## src/rtl/core/hufd_pkg.sv

```systemverilog
// hufd_pkg: shared types, constants and helpers of the huffman tree bit decoder
// no dependencies; used by every other file of the block
`timescale 1ns / 1ps

package hufd_pkg;

  // node table size and derived address width
  localparam int NODE_COUNT = 512;
  localparam int ADDR_W     = $clog2(NODE_COUNT);

  // fixed field widths
  localparam int IDX_W   = 9;
  localparam int SYM_W   = 8;
  localparam int BYTE_W  = 8;
  localparam int TRASH_W = 3;
  localparam int CNT_W   = $clog2(BYTE_W + 1);

  // configuration port
  localparam int CFG_IDX_W = 1;
  localparam int CFG_W     = 9;
  localparam logic [CFG_IDX_W-1:0] REG_TRASH_BITS = 1'b0;
  localparam logic [CFG_IDX_W-1:0] REG_ROOT_NODE  = 1'b1;

  // input item actions
  localparam logic ACT_NODE_WRITE = 1'b0;
  localparam logic ACT_DATA_BYTE  = 1'b1;

  typedef struct packed {
    logic [IDX_W-1:0] left;
    logic [IDX_W-1:0] right;
    logic             leaf;
    logic [SYM_W-1:0] sym;
  } node_t;

  typedef enum logic [1:0] {
    ST_IDLE,
    ST_LOAD,
    ST_STEP,
    ST_DRAIN
  } state_t;

  // sequencer to output stage
  typedef struct packed {
    logic             leaf;
    logic [SYM_W-1:0] sym;
    logic             flush;
  } emit_cmd_t;

  // output stage to sequencer
  typedef struct packed {
    logic room;
    logic pend_ok;
  } emit_stat_t;

  function automatic logic idx_ok(input logic [IDX_W-1:0] idx);
    idx_ok = (32'(idx) < NODE_COUNT);
  endfunction

endpackage

```

## src/rtl/core/hufd_if.sv

```systemverilog


interface hufd_out_if;
  logic                       valid;
  logic                       ready;
  logic [hufd_pkg::SYM_W-1:0] symbol;
  logic                       last_of_run;

  modport source (output valid, symbol, last_of_run, input ready);
  modport sink   (input valid, symbol, last_of_run, output ready);
endinterface

```

## src/rtl/core/hufd_emit.sv

```systemverilog
// hufd_emit: holds the newest decoded symbol until it is known whether it ends
// the byte, then moves it to the output register; depends on hufd_pkg, hufd_if
`timescale 1ns / 1ps

module hufd_emit (
  input  logic                 clk,
  input  logic                 rst_n,
  input  hufd_pkg::emit_cmd_t  cmd,
  output hufd_pkg::emit_stat_t stat,
  hufd_out_if.source           out_bus
);

  logic                       out_valid_r, out_valid_nxt;
  logic [hufd_pkg::SYM_W-1:0] out_sym_r, out_sym_nxt;
  logic                       out_last_r, out_last_nxt;
  logic                       pend_ok_r, pend_ok_nxt;
  logic [hufd_pkg::SYM_W-1:0] pend_sym_r, pend_sym_nxt;
  logic                       slot_free;
  logic                       room;

  assign slot_free = !out_valid_r || out_bus.ready;
  assign room      = !pend_ok_r || slot_free;

  always_comb begin
    out_valid_nxt = out_valid_r;
    out_sym_nxt   = out_sym_r;
    out_last_nxt  = out_last_r;
    pend_ok_nxt   = pend_ok_r;
    pend_sym_nxt  = pend_sym_r;
    if (out_bus.ready) begin
      out_valid_nxt = 1'b0;
    end
    if (cmd.leaf && room) begin
      // a newer leaf means the held symbol is not the last of the byte
      if (pend_ok_r) begin
        out_valid_nxt = 1'b1;
        out_sym_nxt   = pend_sym_r;
        out_last_nxt  = 1'b0;
      end
      pend_sym_nxt = cmd.sym;
      pend_ok_nxt  = 1'b1;
    end else if (cmd.flush && pend_ok_r && slot_free) begin
      out_valid_nxt = 1'b1;
      out_sym_nxt   = pend_sym_r;
      out_last_nxt  = 1'b1;
      pend_ok_nxt   = 1'b0;
    end
  end

  always_ff @(posedge clk) begin
    if (!rst_n) begin
      out_valid_r <= 1'b0;
      pend_ok_r   <= 1'b0;
    end else begin
      out_valid_r <= out_valid_nxt;
      pend_ok_r   <= pend_ok_nxt;
    end
    out_sym_r  <= out_sym_nxt;
    out_last_r <= out_last_nxt;
    pend_sym_r <= pend_sym_nxt;
  end

  assign stat.room    = room;
  assign stat.pend_ok = pend_ok_r;

  assign out_bus.valid       = out_valid_r;
  assign out_bus.symbol      = out_sym_r;
  assign out_bus.last_of_run = out_last_r;

endmodule

```

## src/flat_wrapper.sv

```systemverilog
// flat-port wrapper written by rule: the top's interface ports become plain ports
module hufd_emit_flat 
  (clk, rst_n, cmd, stat, out_bus_valid, out_bus_symbol, out_bus_last_of_run, out_bus_ready);
  hufd_out_if out_bus_i ();
  input  logic clk;
  input  logic rst_n;
  input  hufd_pkg::emit_cmd_t cmd;
  output hufd_pkg::emit_stat_t stat;
  output wire logic [$bits(out_bus_i.valid)-1:0] out_bus_valid;
  output wire logic [$bits(out_bus_i.symbol)-1:0] out_bus_symbol;
  output wire logic [$bits(out_bus_i.last_of_run)-1:0] out_bus_last_of_run;
  input wire logic [$bits(out_bus_i.ready)-1:0] out_bus_ready;
  assign out_bus_valid = out_bus_i.valid;
  assign out_bus_symbol = out_bus_i.symbol;
  assign out_bus_last_of_run = out_bus_i.last_of_run;
  assign out_bus_i.ready = out_bus_ready;
  hufd_emit u_core (.clk(clk), .rst_n(rst_n), .cmd(cmd), .stat(stat), .out_bus(out_bus_i));
endmodule
```

## config.mk

```make
export PLATFORM = sky130hd
export DESIGN_NAME = hufd_emit_flat
export DESIGN_NICKNAME = d
export VERILOG_FILES = /design/src/rtl/core/hufd_pkg.sv /design/src/rtl/core/hufd_if.sv /design/src/rtl/core/hufd_emit.sv /design/src/flat_wrapper.sv
export SDC_FILE = /design/constraint.sdc
export NUM_CORES = 1
export LEC_CHECK = 0
export BUFFER_PORTS_ARGS = -buffer_cell sky130_fd_sc_hd__buf_2
export CAP_MARGIN = 10
export CORE_MARGIN = 2
export CORE_UTILIZATION = 40
export DETAILED_ROUTE_END_ITERATION = 10
export PLACE_DENSITY_LB_ADDON = 0.05
export SYNTH_ARGS = -nofsm -noshare
export SYNTH_HDL_FRONTEND = slang
export SYNTH_SLANG_ARGS = --single-unit
```

## constraint.sdc

```tcl
create_clock -name clk -period 1.3 [get_ports clk]
set_clock_uncertainty 0.05 [all_clocks]
set_input_delay 0.13 -clock clk [delete_from_list [all_inputs] [get_ports clk]]
set_output_delay 0.13 -clock clk [all_outputs]
set_load 0.02 [all_outputs]
```

==> out/summary.txt, run 1 <==
PwrDens: 1240 nW/um^2
Yosys reg bits: 19
Std cell rows: 14
Worst skew pair latency: 0.29 ns
Avg Inst Size Synth: 20.2 um^2
Core area: 1490 um^2
Initial Util: 0.420
Tightest Pin Transition: 0.362 ns
Kind of end point of the critical path: flop
CTS tree: yes
Most frequent cells in the layout: 24 x buf_2, 17 x edfxtp_1, 9 x dlygate4sd3_1, 3 x clkbuf_4
Placement Setup Slack: 0.110 ns
Net Count, Synth: 44
RSZ-0062 raised after global routing: no
Design Area, Final: 891 um^2
Worst Path Max Fanout: 8
Die Y: 43.5 um
Vias/cell: 4.73
Antenna diodes: 0
Slew Viols, Final: 0
Max-cap violations: 0
Ports: 25
Final WL: 946 um
Final setup viols: 0
FMAX: 0.824 GHz
Most common cell after layout, fill and taps aside: buf_2
Area after DPL: 773 um^2
Leakage: 0.361 nW
Final net count: 81
Required time worst endpoint: 1.21 ns
Post-CTS Resized: 0
CTS Buf Count: 3
Worst slew margin: 0.759
DR DRC count: 0
Die Area: 1900 um^2
Port bufs: 24
Placer Congestion: 0.644
Via count: 393
CTS Sinks: 19
Netlist cell types: 12
H-tree level count: 1
Initial antenna violation count: 0
Reg clk slew, reported paths: 0.10 ns
Post-CTS Hold Buffers: 9
1st-pass router iterations: 2
Yosys warns: 0
Fin. Hold Viols: 0
Status: complete, no violations
First-pass GRT wire length: 1610 um
Total track usage: 0.117
Hpwl dp: 695 um
Clock tree buffer depth: 2
Post-Syn Area: 626 um^2
Crit path DAT: 1.13 ns
Setup TNS: 0 ns
Setup CP Type: flop to flop
Layout cells sized above 1: 0.463
Tmin final: 1.21 ns
DR WL/cell: 11.4 um
Starting DRC count in detailed routing: 4
DIE WIDTH: 43.5 um
GRT overflow: 0
Antenna Nets Post-Route: 0
Cell count after synthesis: 31
Period utilisation layout: 0.934
Root Buffer: clkbuf_4
Peak supply drop: 0.658 mV
Largest net degree at the start of global routing: 12
CP Launch Type: flop
Type of the worst min-delay path: primary input to flop
Seq/Total Area, Yosys: 0.880
Vias in the first global route: 407
Layout overhead on the synthesized area: 42.4%
Final worst-path setup slack: 0.0858 ns
Post-CTS Setup Repair Bufs: 0
## report_power, final
part           switching [mW]  internal, mW  leakage [nW]
Clock                   0.168         0.114        0.0177
Sequential            0.00949         0.701         0.178
Combinational          0.0542        0.0556         0.166
## cells in the mapped netlist, drive strengths merged
library cell / number / area (um^2)
inv: 1 / 3.75
nand3b: 1 / 7.51
a21boi: 1 / 7.51
nand2: 1 / 3.75
and2: 1 / 6.26
dfxtp: 2 / 40.0
edfxtp: 17 / 510
a31oi: 1 / 6.26
nor2b: 1 / 6.26
buf: 2 / 15.0
o21ai: 2 / 10.0
nand2b: 1 / 8.76
## registers in the layout, summed over array words and instances (netlist names)
name / count
u_core.out_bus.valid: 1
u_core.out_bus.symbol: 8
u_core.pend_sym_r: 8
u_core.pend_ok_r: 1
u_core.out_bus.last_of_run: 1
## cell type report
| class | instances | area [um^2] |
|---|---|---|
| clock buffer | 3 | 22.5 |
| clock inverter | 1 | 5.00 |
| fill | 116 | 598 |
| inverter | 1 | 3.75 |
| multi-input combinational | 9 | 58.8 |
| sequential | 19 | 551 |
| tap | 16 | 20.0 |
| timing repair buffer | 34 | 230 |
## routing by layer
layer	vias to the layer above	share of wire	GRT usage
met5	-	0	0
met4	0	0	0.0545
met3	0	0.088	0.0458
met2	20	0.50	0.197
met1	186	0.41	0.130
li1	187	-	-
## critical path, stage by stage (launching register included)
cell,delay [ns]
dfxtp_1,0.35
nand3b_1,0.13
and2_1,0.36
## cells by family after synthesis
kind of cell	Yosys count	synth area share
AO/OA/AOI/OAI	4	0.0380
flip-flops	19	0.880
buffers and inverters	3	0.0300
AND/OR/NAND/NOR	5	0.0520
## worst paths after layout
path | from | endpoint | slack, ns | depth (start not counted)
worst min-delay path | rst_n | u_core.pend_ok_r | 0.04 | 3
worst min register to register | u_core.pend_sym_r[3] | u_core.out_bus.symbol[3] | 0.38 | 0
worst max-delay path | u_core.pend_ok_r | u_core.pend_sym_r[5] | 0.09 | 2
worst max register to register | u_core.pend_ok_r | u_core.pend_sym_r[5] | 0.09 | 2
## stage by stage
stage	power, mW	hold slack [ns]	utilization	instances
floorplan	0.768	0.179	-	31
global placement	0.810	0.257	0.519	70
detailed placement	0.815	0.259	0.519	70
CTS	1.11	0.0342	0.598	83
global route	1.15	0.0482	0.598	83
finish	1.10	0.0392	0.598	83
Note: power is estimated with default switching activity, not from simulation.
==> inputs of run 2 (changes only) <==
--- a/config.mk
+++ b/config.mk
@@ -5,12 +5,14 @@
 export SDC_FILE = /design/constraint.sdc
 export NUM_CORES = 1
 export LEC_CHECK = 0
+export ABC_AREA = 1
 export BUFFER_PORTS_ARGS = -buffer_cell sky130_fd_sc_hd__buf_2
 export CAP_MARGIN = 10
 export CORE_MARGIN = 2
 export CORE_UTILIZATION = 40
+export CTS_BUF_LIST = sky130_fd_sc_hd__clkbuf_4 sky130_fd_sc_hd__clkbuf_8 sky130_fd_sc_hd__clkbuf_16
 export DETAILED_ROUTE_END_ITERATION = 10
-export PLACE_DENSITY_LB_ADDON = 0.05
+export PLACE_DENSITY = 0.7
 export SYNTH_ARGS = -nofsm -noshare
 export SYNTH_HDL_FRONTEND = slang
 export SYNTH_SLANG_ARGS = --single-unit
==> run 2 against run 1 <==
  * Combinational power grew 11%
  * Count of clock-buffer cells in the layout rose by 1
  * First-iteration DRC count rose by 25%
  * Setup slack better by 0.017 ns
  * Non-clock buffer count is 2 lower
  * Largest cell class unchanged
==> out/summary.txt, run 2 <==
Switching power: 240 uW (was 231 uW)
EDFF count, synth: 17 (unchanged)
Most common cell in the synthesized netlist: edfxtp_1 (unchanged)
Net Count, Synth: 51 (was 44)
Netlist cell types: 9 (was 12)
Hpwl dp: 666 um (was 695 um)
Final WL: 920 um (was 946 um)
Clock tree buffer depth: 2 (unchanged)
Dominant synthesized flop cell: edfxtp_1 (unchanged)
Post-Syn Area: 643 um^2 (was 626 um^2)
Crit path DAT: 1.12 ns (was 1.13 ns)
Area leader, netlist: edfxtp_1 (unchanged)
First-pass GRT wire length: 1390 um (was 1610 um)
Post-synthesis mux area share: 0 (unchanged)
Yosys warns: 0 (unchanged)
Post-Synth Adder-Cell Area: 0 (unchanged)
Net Sw Frac: 0.211 (was 0.210)
FF-to-FF Start: u_core.pend_ok_r (unchanged)
CTS Sinks: 19 (unchanged)
Period utilisation layout: 0.921 (was 0.934)
Sequential Power Share: 0.633 (was 0.645)
Layout overhead on the synthesized area: 36.6% (was 42.4%)
Worst reg-to-reg setup slack: 0.10 ns (was 0.09 ns)
Peak supply drop: 0.642 mV (was 0.658 mV)
Required time worst endpoint: 1.22 ns (was 1.21 ns)
Int Power: 901 uW (was 871 uW)
Met2 WL: 417 um (was 474 um)
Avg Inst Size Synth: 16.9 um^2 (was 20.2 um^2)
Worst setup endpoint: u_core.pend_sym_r[4] (was u_core.pend_sym_r[5])
H-tree level count: 1 (unchanged)
Design Area, Final: 878 um^2 (was 891 um^2)
Worst r2r dst: u_core.pend_sym_r[4] (was u_core.pend_sym_r[5])
Largest net degree at the start of global routing: 11 (was 12)
Std cell rows: 14 (unchanged)
Ports: 25 (unchanged)
Most frequent cells in the layout: 24 x buf_2, 17 x edfxtp_1, 8 x dlygate4sd3_1, 7 x nand2_1, 5 x inv_1 (was 24 x buf_2, 17 x edfxtp_1, 9 x dlygate4sd3_1, 3 x clkbuf_4)
Final setup viols: 0 (unchanged)
Core area: 1510 um^2 (was 1490 um^2)
Min-Delay Path Depth: 3 (unchanged)
Clock power share: 0.261 (was 0.256)
Root Buffer: clkbuf_4 (unchanged)
Max-cap violations: 0 (unchanged)
Vias/cell: 4.16 (was 4.73)
PwrDens: 1300 nW/um^2 (was 1240 nW/um^2)
Reg clk slew, reported paths: 0.10 ns (about the same)
Slowest cell on crit path: dfxtp_1 (was and2_1)
Initial Util: 0.427 (was 0.420)
Share of the synthesized area in the top cell type: 0.794 (was 0.816)
Leakage: 0.382 nW (was 0.361 nW)
Setup TNS: 0 ns (unchanged)
Area after DPL: 768 um^2 (was 773 um^2)
Die Y: 44.1 um (was 43.5 um)
Antenna diodes: 0 (unchanged)
Commonest cells post-synth: 17 x edfxtp_1, 7 x nand2_1, 6 x inv_1, 2 x buf_4, 2 x dfxtp_1 (was 17 x edfxtp_1, 2 x buf_4, 2 x dfxtp_1, 2 x o21ai_1)
Tightest Pin Transition: 0.292 ns (was 0.362 ns)
Max Used Layer: met4 (was met3)
DR DRC count: 0 (unchanged)
Async set-or-reset flop fraction in the synthesized netlist: 0 (unchanged)
WL met1: 431 um (was 388 um)
Via count: 366 (was 393)
Kind of end point of the critical path: flop (unchanged)
Vias in the first global route: 344 (was 407)
RSZ-0062 raised after global routing: no (unchanged)
Worst Hold Slack: 0.0387 ns (was 0.0392 ns)
Worst slew margin: 0.805 (was 0.759)
Yosys reg bits: 19 (unchanged)
Worst R2R Path Depth: 3 (was 2)
DR WL/cell: 10.5 um (was 11.4 um)
Setup CP Type: flop to flop (unchanged)
CP Cell Sequence: nand3_2 > nand2_1 > inv_1 (was nand3b_1 > and2_1)
CTS Buf Count: 3 (unchanged)
Cell count after synthesis: 38 (was 31)
Layout cells sized above 1: 0.431 (was 0.463)
Final net count: 86 (was 81)
Met3 WL post-DR: 55 um (was 83 um)
FMAX: 0.835 GHz (was 0.824 GHz)
Simple-gate portion of the synthesized area: 0.0642 (was 0.0520)
Largest stage delay, worst path: 0.36 ns (about the same)
Tmin final: 1.20 ns (was 1.21 ns)
Most common cell after layout, fill and taps aside: buf_2 (unchanged)
Seq/Total Area, Yosys: 0.856 (was 0.880)
GRT overflow: 0 (unchanged)
Fin. Hold Viols: 0 (unchanged)
Main combinational cell family by area after synthesis: simple AND/OR/NAND/NOR gates (unchanged)
Design Power: 1.14 mW (was 1.10 mW)
Die Area: 1940 um^2 (was 1900 um^2)
CP Launch Type: flop (unchanged)
Antenna Nets Post-Route: 0 (unchanged)
Port bufs: 24 (unchanged)
CTS tree: yes (unchanged)
Worst Path Max Fanout: 8 (unchanged)
Placer Congestion: 0.631 (was 0.644)
Type of the worst min-delay path: primary input to flop (unchanged)
Gate power share: 0.107 (was 0.100)
Crit path launch: u_core.pend_ok_r (unchanged)
1st-pass router iterations: 4 (was 2)
Total track usage: 0.106 (was 0.117)
Synth Area in Compound Gates: 0.0214 (was 0.0380)
Slew Viols, Final: 0 (unchanged)
DIE WIDTH: 44.1 um (was 43.5 um)
Status: complete, no violations (unchanged)
Initial antenna violation count: 0 (unchanged)
Worst skew pair latency: 0.28 ns (was 0.29 ns)
XOR/XNOR Fraction of Synth Area: 0 (unchanged)
Starting DRC count in detailed routing: 5 (was 4)
Synth area leaders: edfxtp_1 79%, dfxtp_1 6.2%, nand2_1 4.1% (was edfxtp_1 82%, dfxtp_1 6.4%, buf_4 2.4%)
## run 2: changes by cell type after synthesis, sizes merged, moves of 2 or more
cell | previous run | this run
a21oi | 0 | 2
inv | 1 | 6
nand2 | 1 | 7
nand3 | 0 | 2
o21ai | 2 | 0
## run 2: critical path, delay by kind of cell, from the launching register on
family | cells | cell delay (ns)
simple gates | 2 | 0.22
buf+inv | 1 | 0.26
flops | 1 | 0.36
## run 2: how the worst min path moves through the flow
stage / start / end
after global routing: rst_n / u_core.pend_ok_r
after floorplan: cmd[1] / u_core.pend_sym_r[0]
after detailed placement: cmd[2] / u_core.pend_sym_r[1]
after global placement: cmd[5] / u_core.pend_sym_r[4]
final: rst_n / u_core.pend_ok_r
after CTS: rst_n / u_core.pend_ok_r
## run 2: power groups by stage
stage	clock network (mW)	logic (mW)	registers, mW
detailed placement	0	0.104	0.737
floorplan	0	0.0345	0.763
finish	0.298	0.122	0.722
global placement	0	0.102	0.735
CTS	0.306	0.123	0.723
global route	0.335	0.133	0.726
## run 2: logic make-up (layout without fill, tap and decap cells)
| kind of cell | count (synthesis) | after routing |
|---|---|---|
| flip-flops | 19 | 19 |
| AND/OR/NAND/NOR | 9 | 9 |
| buffers and inverters | 8 | 42 |
| AO/OA/AOI/OAI | 2 | 2 |
## run 2: per-stage QoR
stage	std cells	setup WS (ns)	utilization
6_report	88	0.102	0.583
5_1_grt	88	0.0340	0.583
4_1_cts	88	0.0879	0.583
3_5_place_dp	76	0.00250	0.510
3_3_place_gp	76	0.0650	0.510
2_1_floorplan	38	0.131	-
## run 2: per-layer routing
metal  vias up  track usage
met2        14        0.156
met4         0       0.0727
met3         2       0.0367
li1        195            -
met5         -            0
met1       155        0.131
## run 2: area by class of cell
type	count	area (um^2)
clock buffers	4	30.0
inverters	6	22.5
multi-input cells	11	55.1
flip-flops and latches	19	551
well taps	16	20.0
repair buffers	32	200
fillers	127	628
## run 2: what timing repair did
item	in CTS	in global routing
hold buffers	8	0
buffers inserted	0	0
setup endpoints to repair	9	0
resized for setup	1	0
hold endpoints to repair	8	0
==> inputs of run 3 (changes only) <==
--- a/config.mk
+++ b/config.mk
@@ -10,7 +10,7 @@
 export CAP_MARGIN = 10
 export CORE_MARGIN = 2
 export CORE_UTILIZATION = 40
-export CTS_BUF_LIST = sky130_fd_sc_hd__clkbuf_4 sky130_fd_sc_hd__clkbuf_8 sky130_fd_sc_hd__clkbuf_16
+export CTS_BUF_LIST = sky130_fd_sc_hd__clkbuf_16
 export DETAILED_ROUTE_END_ITERATION = 10
 export PLACE_DENSITY = 0.7
 export SYNTH_ARGS = -nofsm -noshare
==> run 3 against run 2 <==
  * Routed wire length is 4.0% lower
  * Design area decreased by 3.6%
  * Core utilization decreased by 2.1 points
  * Combinational power down 15%
  * Largest cell class unchanged
  * Critical endpoint is now u_core.pend_sym_r[7]
  * Clock power is 100% higher
==> out/summary.txt, run 3 (synthesis gave the netlist of run 2 again) <==
1st-pass router iterations: 4 (unchanged)
Largest stage delay, worst path: 0.34 ns (was 0.36 ns)
DIE WIDTH: 44.1 um (unchanged)
Crit path DAT: 1.07 ns (was 1.12 ns)
Worst Hold Slack: 0.00852 ns (was 0.0387 ns)
Hpwl dp: 666 um (unchanged)
Crit-path leading delay family: flip-flops (unchanged)
Leakage: 0.372 nW (was 0.382 nW)
Placer Congestion: 0.631 (unchanged)
Layout cells sized above 1: 0.469 (was 0.431)
Area after DPL: 768 um^2 (unchanged)
Period utilisation layout: 0.923 (was 0.921)
Worst reg-to-reg setup slack: 0.10 ns (about the same)
Worst slew margin: 0.806 (was 0.805)
Final setup viols: 0 (unchanged)
Setup TNS: 0 ns (unchanged)
Post-CTS Hold Buffers: 0 (was 8)
Port bufs: 24 (unchanged)
Non-Filler Instances: 80 (was 88)
Reg clk slew, reported paths: 0.05 ns (was 0.10 ns)
Design Area, Final: 847 um^2 (was 878 um^2)
FF+latch area: 551 um^2 (unchanged)
Post-CTS Setup Repair Bufs: 0 (unchanged)
Clock tree buffer depth: 2 (unchanged)
Design Power: 1.43 mW (was 1.14 mW)
Slowest cell on crit path: dfxtp_1 (unchanged)
CTS Sinks: 19 (unchanged)
CP Launch Type: flop (unchanged)
Die Area: 1940 um^2 (unchanged)
Status: complete, no violations (unchanged)
DR DRC count: 0 (unchanged)
Max-cap violations: 0 (unchanged)
CP Cell Sequence: nand3_2 > nand2_1 > inv_1 (unchanged)
Placement Setup Slack: 0.00250 ns (unchanged)
Starting DRC count in detailed routing: 1 (was 5)
First-pass GRT wire length: 1280 um (was 1390 um)
GRT overflow: 0 (unchanged)
Via count: 350 (was 366)
Worst Path Max Fanout: 8 (unchanged)
Type of the worst min-delay path: primary input to flop (unchanged)
Final net count: 78 (was 86)
Antenna diodes: 0 (unchanged)
DR WL/cell: 11.0 um (was 10.5 um)
Multi-input logic area: 55.1 um^2 (unchanged)
Final core utilization: 0.562 (was 0.583)
Total track usage: 0.0988 (was 0.106)
Root Buffer: clkbuf_16 (was clkbuf_4)
RSZ-0062 raised after global routing: no (unchanged)
Fin. Hold Viols: 0 (unchanged)
Tightest Pin Transition: 0.291 ns (was 0.292 ns)
Layout overhead on the synthesized area: 31.7% (was 36.6%)
Core area: 1510 um^2 (unchanged)
Most frequent cells in the layout: 24 x buf_2, 17 x edfxtp_1, 7 x nand2_1, 6 x inv_1, 3 x clkbuf_16 (was 24 x buf_2, 17 x edfxtp_1, 8 x dlygate4sd3_1, 7 x nand2_1, 5 x inv_1)
Worst skew pair latency: 0.24 ns (was 0.28 ns)
Std cell rows: 14 (unchanged)
CTS tree: yes (unchanged)
H-tree level count: 1 (unchanged)
Peak supply drop: 0.779 mV (was 0.642 mV)
Placed cell count: 76 (unchanged)
Antenna Nets Post-Route: 0 (unchanged)
FMAX: 0.834 GHz (was 0.835 GHz)
Slew Viols, Final: 0 (unchanged)
FILL cells: 129 (was 127)
Largest net degree at the start of global routing: 11 (unchanged)
Ports: 25 (unchanged)
Required time worst endpoint: 1.17 ns (was 1.22 ns)
Setup CP Type: flop to flop (unchanged)
CP bufs+invs: 1 (unchanged)
Most common cell after layout, fill and taps aside: buf_2 (unchanged)
PwrDens: 1690 nW/um^2 (was 1300 nW/um^2)
Die Y: 44.1 um (unchanged)
Initial antenna violation count: 0 (unchanged)
Vias/cell: 4.38 (was 4.16)
Tmin final: 1.20 ns (about the same)
Kind of end point of the critical path: flop (unchanged)
Vias in the first global route: 302 (was 344)
CTS Buf Count: 3 (unchanged)
Final worst-path setup slack: 0.101 ns (was 0.102 ns)
Initial Util: 0.427 (unchanged)
Final WL: 883 um (was 920 um)
==> run 3: area by class of cell <==
class / count / area share
inverter: 6 / 0.0266
clock inverter: 1 / 0.00443
timing repair buffer: 24 / 0.142
clock buffer: 3 / 0.0886
tap: 16 / 0.0236
multi-input combinational: 11 / 0.0650
sequential: 19 / 0.650
==> run 3: routing by layer <==
metal  global-route usage  part of all wire  vias to the layer above
met5                    0                 0                        -
met4               0.0909             0.026                        0
met3               0.0408             0.083                        2
met2                0.121              0.40                       18
met1                0.131              0.49                      150
li1                     -                 -                      180
==> run 3: power by group <==
part	leakage, nW	internal [mW]	switching (mW)
registers	0.181	0.712	0.0119
logic	0.149	0.0355	0.0682
clock network	0.0423	0.408	0.193
==> run 3: worst paths after layout <==
kind,cells after the start,from,end
worst max-delay path,3,u_core.pend_ok_r,u_core.pend_sym_r[7]
worst min register to register,0,u_core.pend_sym_r[4],u_core.out_bus.symbol[4]
worst min-delay path,1,cmd[6],u_core.pend_sym_r[5]
worst max register to register,3,u_core.pend_ok_r,u_core.pend_sym_r[7]
==> run 3: repair_timing <==
action                     CTS  global route
setup endpoints to repair    9             0
resized for setup            1             0
hold endpoints to repair     0             0
==> run 3: worst register-to-register path: stages, from the launching register on <==
cell	delay (ns)
dfxtp_1	0.34
nand3_2	0.11
nand2_1	0.12
inv_1	0.26
